## src/rtl/ecc_pkg.sv

```systemverilog
// shared widths, codes and control/status types for the elevator call controller
`timescale 1ns / 1ps

package ecc_pkg;

    localparam int FLOOR_W        = 5;
    localparam int CFG_W          = 5;
    localparam int FUNC_W         = 2;
    localparam int CMD_W          = 2;
    localparam int SCAN_W         = FLOOR_W + 1;
    localparam int DEF_MAX_FLOORS = 16;

    localparam logic [CFG_W-1:0]   CFG_RESET   = 5'd9;
    localparam logic [FLOOR_W-1:0] FLOOR_RESET = 5'd1;

    // event kinds
    localparam logic [FUNC_W-1:0] FUNC_CALL   = 2'd0;
    localparam logic [FUNC_W-1:0] FUNC_ARRIVE = 2'd1;
    localparam logic [FUNC_W-1:0] FUNC_DONE   = 2'd2;

    // drive commands
    localparam logic [CMD_W-1:0] CMD_NONE = 2'd0;
    localparam logic [CMD_W-1:0] CMD_MOVE = 2'd1;
    localparam logic [CMD_W-1:0] CMD_STOP = 2'd2;

    localparam logic DIR_UP   = 1'b0;
    localparam logic DIR_DOWN = 1'b1;

    typedef struct packed {
        logic exec;        // handle accepted event directly, without a search
        logic start_scan;  // load scan pointer at current floor
        logic step;        // advance scan pointer one floor
        logic flip;        // restart scan in the other direction
        logic take;        // scan pointer hit a pending call
        logic none;        // nothing pending anywhere
    } t_ctrl_cmd;

    typedef struct packed {
        logic travel;
        logic hit;
        logic scan_end;
        logic out_busy;
    } t_dp_status;

endpackage

```

## src/rtl/ecc_ctrl.sv

```systemverilog
// sequencer: accepts events and walks the target search over the floors
`timescale 1ns / 1ps

module ecc_ctrl (
    input  logic                       i_clk,
    input  logic                       i_rst_n,
    input  logic                       i_in_valid,
    input  logic [ecc_pkg::FUNC_W-1:0] i_func,
    output logic                       o_in_stall,
    input  ecc_pkg::t_dp_status        i_status,
    output ecc_pkg::t_ctrl_cmd         o_cmd
);
    import ecc_pkg::*;

    typedef enum logic [2:0] {
        ST_IDLE = 3'b001,
        ST_FWD  = 3'b010,
        ST_REV  = 3'b100
    } t_state;

    t_state r_state, n_state;
    logic   accept;

    assign o_in_stall = (r_state != ST_IDLE) || i_status.out_busy;
    assign accept     = i_in_valid && !o_in_stall;

    always_comb begin
        n_state = r_state;
        o_cmd   = '0;
        case (r_state)
            ST_IDLE: begin
                if (accept) begin
                    if (i_func == FUNC_DONE && i_status.travel) begin
                        o_cmd.start_scan = 1'b1;
                        n_state          = ST_FWD;
                    end else begin
                        o_cmd.exec = 1'b1;
                    end
                end
            end
            ST_FWD: begin
                if (i_status.hit) begin
                    o_cmd.take = 1'b1;
                    n_state    = ST_IDLE;
                end else if (i_status.scan_end) begin
                    o_cmd.flip = 1'b1;
                    n_state    = ST_REV;
                end else begin
                    o_cmd.step = 1'b1;
                end
            end
            ST_REV: begin
                if (i_status.hit) begin
                    o_cmd.take = 1'b1;
                    n_state    = ST_IDLE;
                end else if (i_status.scan_end) begin
                    o_cmd.none = 1'b1;
                    n_state    = ST_IDLE;
                end else begin
                    o_cmd.step = 1'b1;
                end
            end
            default: begin
                n_state = ST_IDLE;
            end
        endcase
    end

    always_ff @(posedge i_clk) begin
        if (!i_rst_n) begin
            r_state <= ST_IDLE;
        end else begin
            r_state <= n_state;
        end
    end

endmodule

```

## src/rtl/ecc_datapath.sv

```systemverilog
// call bitmap, car state, scan pointer and result register
`timescale 1ns / 1ps

module ecc_datapath #(
    parameter int MAX_FLOORS = ecc_pkg::DEF_MAX_FLOORS
) (
    input  logic                        i_clk,
    input  logic                        i_rst_n,
    input  logic                        i_cfg_we,
    input  logic [ecc_pkg::CFG_W-1:0]   i_cfg_data,
    input  logic [ecc_pkg::FUNC_W-1:0]  i_func,
    input  logic [ecc_pkg::FLOOR_W-1:0] i_floor,
    input  ecc_pkg::t_ctrl_cmd          i_cmd,
    output ecc_pkg::t_dp_status         o_status,
    input  logic                        i_out_stall,
    output logic                        o_out_valid,
    output logic [ecc_pkg::CMD_W-1:0]   o_command,
    output logic                        o_direction,
    output logic                        o_already_called,
    output logic                        o_no_pending,
    output logic [ecc_pkg::FLOOR_W-1:0] o_floor_now
);
    import ecc_pkg::*;

    logic [CFG_W-1:0]      r_cfg;
    logic [MAX_FLOORS-1:0] r_pending, n_pending;
    logic                  r_travel, n_travel;
    logic [FLOOR_W-1:0]    r_floor, n_floor;
    logic [FLOOR_W-1:0]    r_target, n_target;
    logic                  r_dir, n_dir;
    logic [SCAN_W-1:0]     r_scan, n_scan;
    logic                  r_scan_dn, n_scan_dn;

    logic                  r_out_valid, n_out_valid;
    logic [CMD_W-1:0]      r_command, n_command;
    logic                  r_direction, n_direction;
    logic                  r_already, n_already;
    logic                  r_no_pend, n_no_pend;
    logic [FLOOR_W-1:0]    r_floor_now, n_floor_now;

    logic [FLOOR_W-1:0]    served;
    logic                  take_en;
    logic [FLOOR_W-1:0]    take_fl;
    logic                  wr;

    assign served = (32'(r_cfg) > MAX_FLOORS) ? FLOOR_W'(MAX_FLOORS) : r_cfg;

    function automatic logic [MAX_FLOORS-1:0] floor_mask(input logic [FLOOR_W-1:0] f);
        logic [MAX_FLOORS-1:0] m;
        for (int k = 0; k < MAX_FLOORS; k++) begin
            m[k] = (32'(f) == k + 1);
        end
        return m;
    endfunction

    function automatic logic in_range(input logic [FLOOR_W-1:0] f,
                                      input logic [FLOOR_W-1:0] n);
        return (f != '0) && (f <= n);
    endfunction

    function automatic logic is_pending(input logic [FLOOR_W-1:0]    f,
                                        input logic [FLOOR_W-1:0]    n,
                                        input logic [MAX_FLOORS-1:0] p);
        return in_range(f, n) && (|(p & floor_mask(f)));
    endfunction

    // scan pointer stays within 1..31 whenever it can hit, so its low bits are the floor
    always_comb begin
        o_status.travel   = r_travel;
        o_status.hit      = (r_scan[SCAN_W-1] == 1'b0)
                          && is_pending(r_scan[FLOOR_W-1:0], served, r_pending);
        o_status.scan_end = r_scan_dn ? (r_scan == '0) : (r_scan > {1'b0, served});
        o_status.out_busy = r_out_valid && i_out_stall;
    end

    always_comb begin
        n_pending   = r_pending;
        n_travel    = r_travel;
        n_floor     = r_floor;
        n_target    = r_target;
        n_dir       = r_dir;
        n_scan      = r_scan;
        n_scan_dn   = r_scan_dn;
        n_out_valid = r_out_valid && i_out_stall;
        n_command   = r_command;
        n_direction = r_direction;
        n_already   = r_already;
        n_no_pend   = r_no_pend;
        n_floor_now = r_floor_now;
        take_en     = 1'b0;
        take_fl     = i_floor;
        wr          = 1'b0;

        if (i_cmd.exec) begin
            wr        = 1'b1;
            n_command = CMD_NONE;
            n_already = 1'b0;
            n_no_pend = 1'b0;
            case (i_func)
                FUNC_CALL: begin
                    if (in_range(i_floor, served)) begin
                        if (is_pending(i_floor, served, r_pending)) begin
                            n_already = 1'b1;
                        end else begin
                            n_pending = r_pending | floor_mask(i_floor);
                            take_en   = !r_travel;
                        end
                    end
                end
                FUNC_ARRIVE: begin
                    if (r_travel && in_range(i_floor, served)) begin
                        n_floor = i_floor;
                        if (i_floor == r_target) begin
                            n_pending = r_pending & ~floor_mask(i_floor);
                            n_command = CMD_STOP;
                        end else begin
                            n_command = CMD_MOVE;
                        end
                    end
                end
                default: begin
                    // done while idle, or unused kind: no effect
                end
            endcase
        end

        if (i_cmd.start_scan) begin
            n_scan    = {1'b0, r_floor};
            n_scan_dn = r_dir;
        end

        if (i_cmd.step) begin
            n_scan = r_scan_dn ? (r_scan - SCAN_W'(1)) : (r_scan + SCAN_W'(1));
        end

        if (i_cmd.flip) begin
            n_scan    = {1'b0, r_floor};
            n_scan_dn = ~r_scan_dn;
        end

        if (i_cmd.take) begin
            wr        = 1'b1;
            n_already = 1'b0;
            n_no_pend = 1'b0;
            take_en   = 1'b1;
            take_fl   = r_scan[FLOOR_W-1:0];
        end

        if (i_cmd.none) begin
            wr        = 1'b1;
            n_travel  = 1'b0;
            n_command = CMD_NONE;
            n_already = 1'b0;
            n_no_pend = 1'b1;
        end

        // new target: set direction, then move or stop right here
        if (take_en) begin
            n_target = take_fl;
            n_travel = 1'b1;
            if (r_floor < take_fl) begin
                n_dir = DIR_UP;
            end else if (r_floor > take_fl) begin
                n_dir = DIR_DOWN;
            end
            if (r_floor == take_fl) begin
                n_pending = n_pending & ~floor_mask(r_floor);
                n_command = CMD_STOP;
            end else begin
                n_command = CMD_MOVE;
            end
        end

        if (wr) begin
            n_out_valid = 1'b1;
            n_direction = n_dir;
            n_floor_now = n_floor;
        end
    end

    always_ff @(posedge i_clk) begin
        if (!i_rst_n) begin
            r_cfg       <= CFG_RESET;
            r_pending   <= '0;
            r_travel    <= 1'b0;
            r_floor     <= FLOOR_RESET;
            r_target    <= FLOOR_RESET;
            r_dir       <= DIR_UP;
            r_scan      <= '0;
            r_scan_dn   <= 1'b0;
            r_out_valid <= 1'b0;
        end else begin
            if (i_cfg_we) begin
                r_cfg <= i_cfg_data;
            end
            r_pending   <= n_pending;
            r_travel    <= n_travel;
            r_floor     <= n_floor;
            r_target    <= n_target;
            r_dir       <= n_dir;
            r_scan      <= n_scan;
            r_scan_dn   <= n_scan_dn;
            r_out_valid <= n_out_valid;
        end
    end

    always_ff @(posedge i_clk) begin
        r_command   <= n_command;
        r_direction <= n_direction;
        r_already   <= n_already;
        r_no_pend   <= n_no_pend;
        r_floor_now <= n_floor_now;
    end

    assign o_out_valid      = r_out_valid;
    assign o_command        = r_command;
    assign o_direction      = r_direction;
    assign o_already_called = r_already;
    assign o_no_pending     = r_no_pend;
    assign o_floor_now      = r_floor_now;

endmodule

```

## src/rtl/elevator_call_controller.sv

```systemverilog
// top level of the elevator call controller: sequencer plus datapath
`timescale 1ns / 1ps
//
// Usage:
//   Input channel (i_in_valid / o_in_stall) carries one event per transaction:
//   i_func selects a floor call, an arrival or a stop-completed event, i_floor
//   gives the floor. Output channel (o_out_valid / i_out_stall) returns exactly
//   one result per event: drive command, direction, flags and current floor.
//   i_cfg_we / i_cfg_data write the number of served floors (reset 9).
// Event handling:
//   calls, arrivals and ignored events finish in the accept cycle; the result
//   is registered and shows in the next cycle. A stop-completed event while
//   travelling runs the target search, one floor per cycle over the forward
//   and then the reverse direction, using the single scan pointer in the
//   datapath. One event is in work at a time.
// Reset:
//   no calls pending, car at floor 1, idle, direction up, output empty.
// Stall:
//   a result held by i_out_stall stays in the output register; a new event is
//   taken in the cycle that register empties.
//
module elevator_call_controller #(
    parameter int MAX_FLOORS = ecc_pkg::DEF_MAX_FLOORS
) (
    input  logic                        i_clk,
    input  logic                        i_rst_n,
    input  logic                        i_cfg_we,
    input  logic [ecc_pkg::CFG_W-1:0]   i_cfg_data,
    input  logic                        i_in_valid,
    output logic                        o_in_stall,
    input  logic [ecc_pkg::FUNC_W-1:0]  i_func,
    input  logic [ecc_pkg::FLOOR_W-1:0] i_floor,
    output logic                        o_out_valid,
    input  logic                        i_out_stall,
    output logic [ecc_pkg::CMD_W-1:0]   o_command,
    output logic                        o_direction,
    output logic                        o_already_called,
    output logic                        o_no_pending,
    output logic [ecc_pkg::FLOOR_W-1:0] o_floor_now
);
    import ecc_pkg::*;

    t_ctrl_cmd  cmd;
    t_dp_status status;

    ecc_ctrl u_ctrl (
        .i_clk      (i_clk),
        .i_rst_n    (i_rst_n),
        .i_in_valid (i_in_valid),
        .i_func     (i_func),
        .o_in_stall (o_in_stall),
        .i_status   (status),
        .o_cmd      (cmd)
    );

    ecc_datapath #(
        .MAX_FLOORS (MAX_FLOORS)
    ) u_dp (
        .i_clk            (i_clk),
        .i_rst_n          (i_rst_n),
        .i_cfg_we         (i_cfg_we),
        .i_cfg_data       (i_cfg_data),
        .i_func           (i_func),
        .i_floor          (i_floor),
        .i_cmd            (cmd),
        .o_status         (status),
        .i_out_stall      (i_out_stall),
        .o_out_valid      (o_out_valid),
        .o_command        (o_command),
        .o_direction      (o_direction),
        .o_already_called (o_already_called),
        .o_no_pending     (o_no_pending),
        .o_floor_now      (o_floor_now)
    );

endmodule

```

## config.mk

```make
export PLATFORM = sky130hd
export DESIGN_NAME = elevator_call_controller
export DESIGN_NICKNAME = d
export VERILOG_FILES = /design/src/rtl/ecc_pkg.sv /design/src/rtl/ecc_ctrl.sv /design/src/rtl/ecc_datapath.sv /design/src/rtl/elevator_call_controller.sv
export SDC_FILE = /design/constraint.sdc
export NUM_CORES = 1
export LEC_CHECK = 0
export ABC_AREA = 1
export BUFFER_PORTS_ARGS = -buffer_cell sky130_fd_sc_hd__buf_2
export CELL_PAD_IN_SITES_DETAIL_PLACEMENT = 1
export CELL_PAD_IN_SITES_GLOBAL_PLACEMENT = 2
export CORE_AREA = 2 2 118 120
export CTS_CLUSTER_SIZE = 24
export DETAILED_ROUTE_END_ITERATION = 8
export DIE_AREA = 0 0 120 122
export PLACE_DENSITY = 0.75
export SYNTH_ARGS = -nofsm -noshare
export SYNTH_HDL_FRONTEND = slang
export SYNTH_SLANG_ARGS = --single-unit
```

## constraint.sdc

```tcl
create_clock -name i_clk -period 3.7 [get_ports i_clk]
set_input_delay 0.74 -clock i_clk [delete_from_list [all_inputs] [get_ports i_clk]]
set_output_delay 0.74 -clock i_clk [all_outputs]
set_load 0.02 [all_outputs]
```

==> summary.log, run 1 <==
qor: outcome.outcome complete, no violations
qor: synthesis.post_synth_inst_count 699
qor: routing.drt_wl_total 16100 um
qor: timing.finalHoldViolCount 0
qor: synthesis.postSynthRegisterBits 54
qor: timing.fin_crit 3420 ps
qor: cells_and_area.insertedDiodeCount 0
qor: clocking.cts_root_buffer clkbuf_16
qor: routing.detail_route.vias_per_cell 5.02
qor: synthesis.ys_seq_area_share 26.7%
qor: critical_path.worst-path-stages 23
qor: critical_path.critPathRequiredTime 3830 ps
qor: critical_path.regToRegSetupSlack 280 ps
qor: floorplanning.rows 43
qor: cells_and_area.drive_gt1_share 13.5%
qor: critical_path.slowest_stage dfxtp_1
qor: cells_and_area.finish.net_count 764
qor: routing.antenna_left 0
qor: critical_path.critical_path_class flop to flop
qor: synthesis.yosys.area_share.simple 41.1%
qor: synthesis.dominant_combinational_cell_family_by_area_after_synthesis simple AND/OR/NAND/NOR gates
qor: synthesis.synthXorXnorAreaFrac 1.41%
qor: grt.globalRouteTotalUtil 22.8%
qor: grt.first_global_vias 4619
qor: clocking.htree_num_levels 2
qor: clocking.cts.clk_slew.worst_paths 80 ps
qor: critical_path.critical_r2r_launch u_dp.r_cfg[3]$_SDFFE_PN1P_
qor: routing.detailroute.via_count 4562
qor: synthesis.area_contributors_post_synth dfxtp_1 (21%), nand2_1 (15%), inv_1 (9.2%)
qor: timing.timing.setup.tns 0 ps
qor: clocking.clock-sinks 54
qor: cells_and_area.post_layout_nonfiller_instances 908
qor: critical_path.crit_path_max_fo 16
qor: floorplanning.core_area 13500 sq um
qor: synthesis.yosys.area_share.adder 5.93%
qor: critical_path.startpoint_type flop
qor: grt.globalRouteOverflowTotal 0
qor: critical_path.worst_setup_ep_type flop
qor: hold_path.hold_path.class flop to flop
qor: power_and_ir_drop.total_power 1.33 mW
qor: routing.drt_first_pass_iters 4
qor: critical_path.r2r_end u_dp.o_command[1]$_DFFE_PP_
qor: power_and_ir_drop.cellLeakagePower 2.37 nW
qor: routing.wl_per_cell 17.7 um
qor: floorplanning.initial_utilization 32.2%
qor: critical_path.cp.arrival 3550 ps
qor: timing.setup_viol 0
qor: power_and_ir_drop.maximum_vdd_drop 0.190 mV
qor: critical_path.slowest_delay 350 ps
qor: grt.grt_max_degree 26
qor: synthesis.synthesized_area_per_cell 6.21 sq um
qor: floorplanning.dieArea 14600 sq um
qor: clocking.cts-buffers-inserted 5
qor: synthesis.synth_largest_area_cell dfxtp_1
qor: clocking.clock_latency 300 ps
qor: power_and_ir_drop.pwr_density 273 nW/um^2
qor: critical_path.rr_worst_depth 23
qor: synthesis.synthDominantCellAreaShare 21.2%
qor: routing.detail_route.iter0.violations 252
qor: grt.antenna_found_initial 0
qor: critical_path.cp_cell_sequence nor4_4, o21ai_2, ha_1, inv_1, o21bai_1, nand2_1, nand3_1, nand2_1, nand2_1, nor2_4, buf_4, nand3_2, nand2_1, o21ai_2, inv_1, ha_1, inv_1, nor3_1, nand2_1, inv_1, buf_12, nand2_1, o21ai_1
qor: critical_path.critical_path.endpoint u_dp.o_command[1]$_DFFE_PP_
qor: grt.grt_pass1_wl 25600 um
qor: floorplanning.floorplan.die.height 122 um
qor: clocking.tritoncts built
qor: timing.max_slew_margin 37.4%
qor: place.finalWeightedCongestion 0.909
qor: synthesis.synthesis.yosys.warnings 0
qor: synthesis.fraction_of_the_mapped_netlist_area_in_compound_gates 11.4%
qor: synthesis.mappedNetlistArea 4340 sq um
qor: synthesis.syn-num-nets 736
qor: floorplanning.top_level_ports 29
qor: job.drv.max_cap_violation_count 0
qor: clocking.cts_hold_buffers 0
qor: timing.worstMarginPinSlew 938 ps
qor: critical_path.worstPathBufferInverterCount 6
qor: critical_path.path_delay_family simple AND/OR/NAND/NOR gates
qor: place.detailed_place_hpwl 12300 um
qor: timing.clock-skew-final 11.3 ps
qor: place.io_buffer_count 28
qor: clocking.max-clock-path-buffers 2
qor: place.placed_cells_incl_taps 895
qor: timing.achievable-frequency 292 MHz
qor: critical_path.worst_path_most_repeated_cell nand2_1
qor: timing.post-route-period-util 92.4%
qor: timing.drv_slew 0
qor: critical_path.worstSetupStartpoint u_dp.r_cfg[3]$_SDFFE_PN1P_
qor: cells_and_area.areaGrowthSynthToFinish 11.9%
qor: routing.drc_errors 0
qor: synthesis.yosys-mux-area-fraction 0%
qor: floorplanning.die_w 120 um
qor: synthesis.synth.distinct_cells 41
qor: cells_and_area.finalCoreUtilization 36.0%
==> report_power, final <==
group	internal (mW)	switching, mW
logic	0.0575	0.157
registers	0.608	0.00976
clock network	0.254	0.239
==> timing repair <==
item / 4_1_cts / 5_1_grt
setup buffers: 0 / 4
resized for setup: 0 / 5
hold endpoints to repair: 0 / 0
setup endpoints to repair: 0 / 19
==> layout by cell type, fill, tap and decap left out, types with 12 or more instances in the layout <==
master	n
a21oi_1	31
buf_2	28
dfxtp_1	46
ha_1	19
inv_1	107
inv_2	12
nand2_1	169
nand3_1	73
nand4_1	20
nor2_1	78
o21ai_0	29
==> synthesized netlist by cell type <==
cell,n
nand2_1,169
inv_1,107
nor2_1,78
nand3_1,73
dfxtp_1,46
a21oi_1,31
o21ai_0,31
nand4_1,20
ha_1,19
inv_2,12
nor2_2,11
nor3_1,11
o21ai_1,9
edfxtp_1,8
clkbuf_1,6
nand2_2,6
o21bai_1,6
buf_2,5
nor2_4,5
buf_4,4
buf_6,4
clkinv_1,4
nand2_4,4
o21ai_2,4
xor2_1,4
and2_1,3
xnor2_1,3
nor4_1,2
or2_0,2
a211oi_1,1
a21boi_1,1
a21oi_2,1
fa_1,1
nand3_2,1
nand3_4,1
nand4_4,1
nor4_2,1
o211ai_1,1
o21a_1,1
o22ai_1,1
o31ai_2,1
==> area by class of cell <==
| cell class | instances | area (sq um) |
|---|---|---|
| repair buffers | 39 | 235 |
| fillers | 1799 | 8650 |
| clock inverters | 3 | 23.8 |
| clock buffers | 5 | 125 |
| multi-input cells | 504 | 2630 |
| well taps | 180 | 225 |
| flip-flops and latches | 54 | 1160 |
| inverters | 123 | 462 |
==> flip-flops by register name, summed over array words and instances (netlist names) <==
| register | flops |
|---|---|
| u_dp.r_pending | 16 |
| u_dp.r_scan | 6 |
| u_dp.o_floor_now | 5 |
| u_dp.r_cfg | 5 |
| u_dp.r_floor | 5 |
| u_dp.r_target | 5 |
| u_ctrl.r_state | 3 |
| u_dp.o_command | 2 |
| u_dp.o_already_called | 1 |
| u_dp.o_direction | 1 |
| u_dp.o_no_pending | 1 |
| u_dp.o_out_valid | 1 |
| u_dp.r_dir | 1 |
| u_dp.r_scan_dn | 1 |
| u_dp.r_travel | 1 |
==> worst register-to-register path: stages, from the launching register on <==
cell and delay (ps):
dfxtp_1 350, nor4_4 310, o21ai_2 100, ha_1 300, inv_1 40, o21bai_1 180, nand2_1 80, nand3_1 80
nand2_1 50, nand2_1 90, nor2_4 70, buf_4 130, nand3_2 150, nand2_1 90, o21ai_2 80, inv_1 60
ha_1 270, inv_1 50, nor3_1 180, nand2_1 120, inv_1 110, buf_12 150, nand2_1 70, o21ai_1 140
==> routing by layer <==
layer	share of wire, %	up-vias	wire length (um)	track usage [%]
li1	-	2280	-	-
met4	1.2	0	194	6.25
met3	5.4	10	865	3.60
met2	47	80	7480	37.2
met1	47	2192	7540	31.1
met5	0	-	0	0
==> cell families after synthesis <==
logic type	count (synthesis)
AO/OA/AOI/OAI	88
AND/OR/NAND/NOR	388
adder cells (fa/ha/maj)	20
buffers and inverters	142
XOR/XNOR	7
flip-flops	54
==> metrics by stage <==
stage | hold WS, ps | area [sq um] | setup slack, ps
after floorplan | 451 | 4340 | 414
after global placement | 472 | 4650 | 370
after detailed placement | 486 | 4650 | 243
after CTS | 501 | 4800 | 232
after global routing | 525 | 4860 | -3.65
final | 499 | 4860 | 279
==> worst min path at each step <==
stage | cells past startpoint | slack, ps | end | startpoint
2_1_floorplan | 2 | 450 | u_dp.r_cfg[0]$_SDFFE_PN1P_ | u_dp.r_cfg[0]$_SDFFE_PN1P_
3_3_place_gp | 2 | 470 | u_dp.r_target[0]$_SDFFE_PN1N_ | u_dp.r_target[0]$_SDFFE_PN1N_
3_5_place_dp | 2 | 490 | u_dp.r_target[0]$_SDFFE_PN1N_ | u_dp.r_target[0]$_SDFFE_PN1N_
4_1_cts | 2 | 500 | u_dp.o_no_pending$_SDFFE_PP1P_ | u_dp.o_no_pending$_SDFFE_PP1P_
5_1_grt | 2 | 520 | u_dp.r_target[0]$_SDFFE_PN1N_ | u_dp.r_target[0]$_SDFFE_PN1N_
6_report | 2 | 500 | u_dp.o_no_pending$_SDFFE_PP1P_ | u_dp.o_no_pending$_SDFFE_PP1P_
Power figures use the tool's default switching activity.
==> run 2: changes to the inputs <==
--- a/config.mk
+++ b/config.mk
@@ -6,14 +6,16 @@
 export NUM_CORES = 1
 export LEC_CHECK = 0
 export ABC_AREA = 1
-export BUFFER_PORTS_ARGS = -buffer_cell sky130_fd_sc_hd__buf_2
+export BUFFER_PORTS_ARGS = -buffer_cell sky130_fd_sc_hd__clkbuf_2
 export CELL_PAD_IN_SITES_DETAIL_PLACEMENT = 1
 export CELL_PAD_IN_SITES_GLOBAL_PLACEMENT = 2
 export CORE_AREA = 2 2 118 120
 export CTS_CLUSTER_SIZE = 24
 export DETAILED_ROUTE_END_ITERATION = 8
 export DIE_AREA = 0 0 120 122
+export HOLD_SLACK_MARGIN = 0.08
 export PLACE_DENSITY = 0.75
+export SETUP_SLACK_MARGIN = 0.05
 export SYNTH_ARGS = -nofsm -noshare
 export SYNTH_HDL_FRONTEND = slang
 export SYNTH_SLANG_ARGS = --single-unit
==> summary.log, run 2 (same netlist as run 1, synthesis figures left out) <==
qor: critical_path.worstSetupStartpoint u_dp.r_cfg[3]$_SDFFE_PN1P_
qor: critical_path.slowest_stage dfxtp_1
qor: clocking.cts.clk_slew.worst_paths 80 ps [about the same]
qor: routing.drt_wl_total 16300 um [+1.3%]
qor: critical_path.path_delay_family simple AND/OR/NAND/NOR gates
qor: timing.unrepaired_setup_endpoints_after_global_routing yes
qor: clocking.cts-buffers-inserted 5 [unchanged]
qor: routing.detail_route.vias_per_cell 5.10 [+1.5%]
qor: place.dpl-instance-area 4640 sq um [-0.27%]
qor: timing.post-route-period-util 90.7% [-1.7 points]
qor: cells_and_area.drive_gt1_share 13.9% [+0.39 points]
qor: routing.detailroute.via_count 4635 [+1.6%]
qor: cells_and_area.insertedDiodeCount 0 [unchanged]
qor: clocking.htree_num_levels 2 [unchanged]
qor: place.io_buffer_count 28 [unchanged]
qor: timing.finalHoldViolCount 0 [unchanged]
qor: floorplanning.rows 43 [unchanged]
qor: grt.first_global_vias 4650 [+0.67%]
qor: grt.globalRouteOverflowTotal 0 [unchanged]
qor: power_and_ir_drop.seq_power_share 43.6% [-3.0 points]
qor: timing.post-route-worst-setup-slack 344 ps [+64.1 ps]
qor: critical_path.slowest_delay 350 ps [about the same]
qor: cells_and_area.areaGrowthSynthToFinish 12.6%
qor: power_and_ir_drop.pwr_density 290 nW/um^2 [+6.2%]
qor: floorplanning.initial_utilization 32.2% [unchanged]
qor: cells_and_area.finalCoreUtilization 36.2% [+0.22 points]
qor: floorplanning.floorplan.die.height 122 um [unchanged]
qor: cells_and_area.finish.net_count 765 [+0.13%]
qor: floorplanning.core_area 13500 sq um [unchanged]
qor: cells_and_area.layout_commonest_cell nand2_1
qor: critical_path.worstPathBufferInverterCount 4 [-2]
qor: routing.antenna_left 0 [unchanged]
qor: grt.grt_pass1_wl 25600 um [-0.30%]
qor: cells_and_area.highest_count_cells_in_the_layout_ignoring_fill_and_taps nand2_1 (168), inv_1 (107), nor2_1 (78)
qor: cells_and_area.max_flop_register u_dp.r_pending
qor: place.placed_cells_incl_taps 895 [unchanged]
qor: critical_path.critPathRequiredTime 3760 ps [-70 ps]
qor: critical_path.worst_path_most_repeated_cell nand2_1
qor: critical_path.critical_r2r_launch u_dp.r_cfg[3]$_SDFFE_PN1P_
qor: power_and_ir_drop.total_power 1.42 mW [+6.8%]
qor: timing.achievable-frequency 298 MHz [+1.9%]
qor: floorplanning.top_level_ports 29 [unchanged]
qor: routing.detail_route.iter0.violations 253 [+0.40%]
qor: critical_path.startpoint_type flop
qor: grt.grt_max_degree 26 [unchanged]
qor: floorplanning.die_w 120 um [unchanged]
qor: grt.antenna_found_initial 0 [unchanged]
qor: critical_path.cp.arrival 3420 ps [-130 ps]
qor: critical_path.cp_cell_sequence nor4_4, o21ai_1, ha_1, nand2_1, nor2_1, nand2_1, nand2_1, nand2_1, nor2_4, nand3_4, buf_4, nand2_1, nand2_1, inv_1, ha_1, nand2_2, nor3_2, nand2_1, inv_1, buf_6, nand2_1, o21ai_1
qor: job.drv.max_cap_violation_count 0 [unchanged]
qor: routing.drt_first_pass_iters 4 [unchanged]
qor: power_and_ir_drop.power_switching_share 30.1% [-0.54 points]
qor: power_and_ir_drop.p_int 990 uW [+7.7%]
qor: floorplanning.dieArea 14600 sq um [unchanged]
qor: grt.globalRouteTotalUtil 22.8% [+0.024 points]
qor: timing.worstMarginPinSlew 919 ps [-18.3 ps]
qor: clocking.cts_hold_buffers 0 [unchanged]
qor: power_and_ir_drop.share_clk_of_total_power 40.9% [+3.7 points]
qor: hold_path.hold_start u_dp.o_no_pending$_SDFFE_PP1P_
qor: critical_path.worst_setup_ep_type flop
qor: power_and_ir_drop.maximum_vdd_drop 0.245 mV [+29%]
qor: timing.drv_slew 0 [unchanged]
qor: critical_path.critical_path_class flop to flop
qor: critical_path.crit_path_max_fo 16 [unchanged]
qor: cells_and_area.largest_register_ffs 16 [unchanged]
qor: power_and_ir_drop.comb_power_share 15.5% [-0.7 points]
qor: routing.wl_per_cell 17.9 um [+1.1%]
qor: clocking.clock_latency 310 ps [about the same]
qor: place.detailed_place_hpwl 12300 um [+0.31%]
qor: cells_and_area.finished_layout_cell_area 4890 sq um [+0.62%]
qor: timing.fin_crit 3360 ps [-64.1 ps]
qor: outcome.outcome complete, no violations
qor: timing.post_route_hold_slack 505 ps [+6.18 ps]
qor: power_and_ir_drop.net_sw_power 426 uW [+4.9%]
qor: cells_and_area.fillCellCount 1788 [-0.61%]
qor: power_and_ir_drop.cellLeakagePower 2.40 nW [+0.99%]
qor: place.finalWeightedCongestion 0.896 [-1.3%]
qor: hold_path.hold_path.class flop to flop
qor: clocking.tritoncts built
qor: place.dpl_worst_slack 165 ps [-78.0 ps]
qor: timing.timing.setup.tns 0 ps [unchanged]
qor: routing.drc_errors 0 [unchanged]
qor: clocking.clock-sinks 54 [unchanged]
qor: timing.clock-skew-final 8.31 ps [-2.96 ps]
qor: clocking.cts_root_buffer clkbuf_16
qor: timing.max_slew_margin 38.7% [+1.2 points]
qor: timing.setup_viol 0 [unchanged]
qor: clocking.max-clock-path-buffers 2 [unchanged]
qor: cells_and_area.post_layout_nonfiller_instances 909 [+0.11%]
qor: cells_and_area.layout_top_registers u_dp.r_pending (16), u_dp.r_scan (6)
run 2: changes by cell type in the layout (fill, tap and decap cells not counted):
cell	delta
clkinv_4	+1
buf_6	+1
buf_4	+1
clkinvlp_4	-2
nor3_1	-1
clkbuf_2	+28
nand2_2	+1
buf_12	-1
bufinv_16	+1
buf_2	-28
nand2_1	-1
nor3_2	+1
run 2: what timing repair did:
item / CTS / global route
hold endpoints to repair: 0 / 0
setup buffers: 0 / 5
gates resized for setup: 0 / 8
setup endpoints to repair: 0 / 20
run 2: area by class of cell:
cell class                 instances  area [sq um]  area share (%)
inverter                         123           462            9.44
sequential                        54          1160            23.8
timing repair buffer              40           234            4.79
tap                              180           225            4.61
clock inverter                     3          47.5           0.973
clock buffer                       5           125            2.56
multi-input combinational        504          2630            53.9
run 2: routing by layer:
layer,up-vias,part of all wire (%),GRT usage [%]
li1,2286,-,-
met1,2229,47,30.4
met2,100,46,37.5
met3,20,5.2,4.63
met4,0,2.0,6.10
met5,-,0,0
run 2: power by group through the flow:
stage / Clock (mW) / Combinational [mW] / Sequential, mW
2_1_floorplan: 0 / 0.130 / 0.634
3_3_place_gp: 0 / 0.208 / 0.629
3_5_place_dp: 0 / 0.211 / 0.630
4_1_cts: 0.598 / 0.213 / 0.616
5_1_grt: 0.614 / 0.243 / 0.619
6_report: 0.579 / 0.219 / 0.618
run 2: worst paths after layout:
kind | to | slack, ps | depth (start not counted)
worst max-delay path | u_dp.o_command[1]$_DFFE_PP_ | 340 | 22
worst min-delay path | u_dp.o_no_pending$_SDFFE_PP1P_ | 500 | 2
worst max register to register | u_dp.o_command[1]$_DFFE_PP_ | 340 | 22
worst min register to register | u_dp.o_no_pending$_SDFFE_PP1P_ | 500 | 2
run 2: tightest hold or removal path, cell delays in order (launching register included):
cell	delay (ps)
dfxtp_1	330
nand3_1	80
nand2_1	50
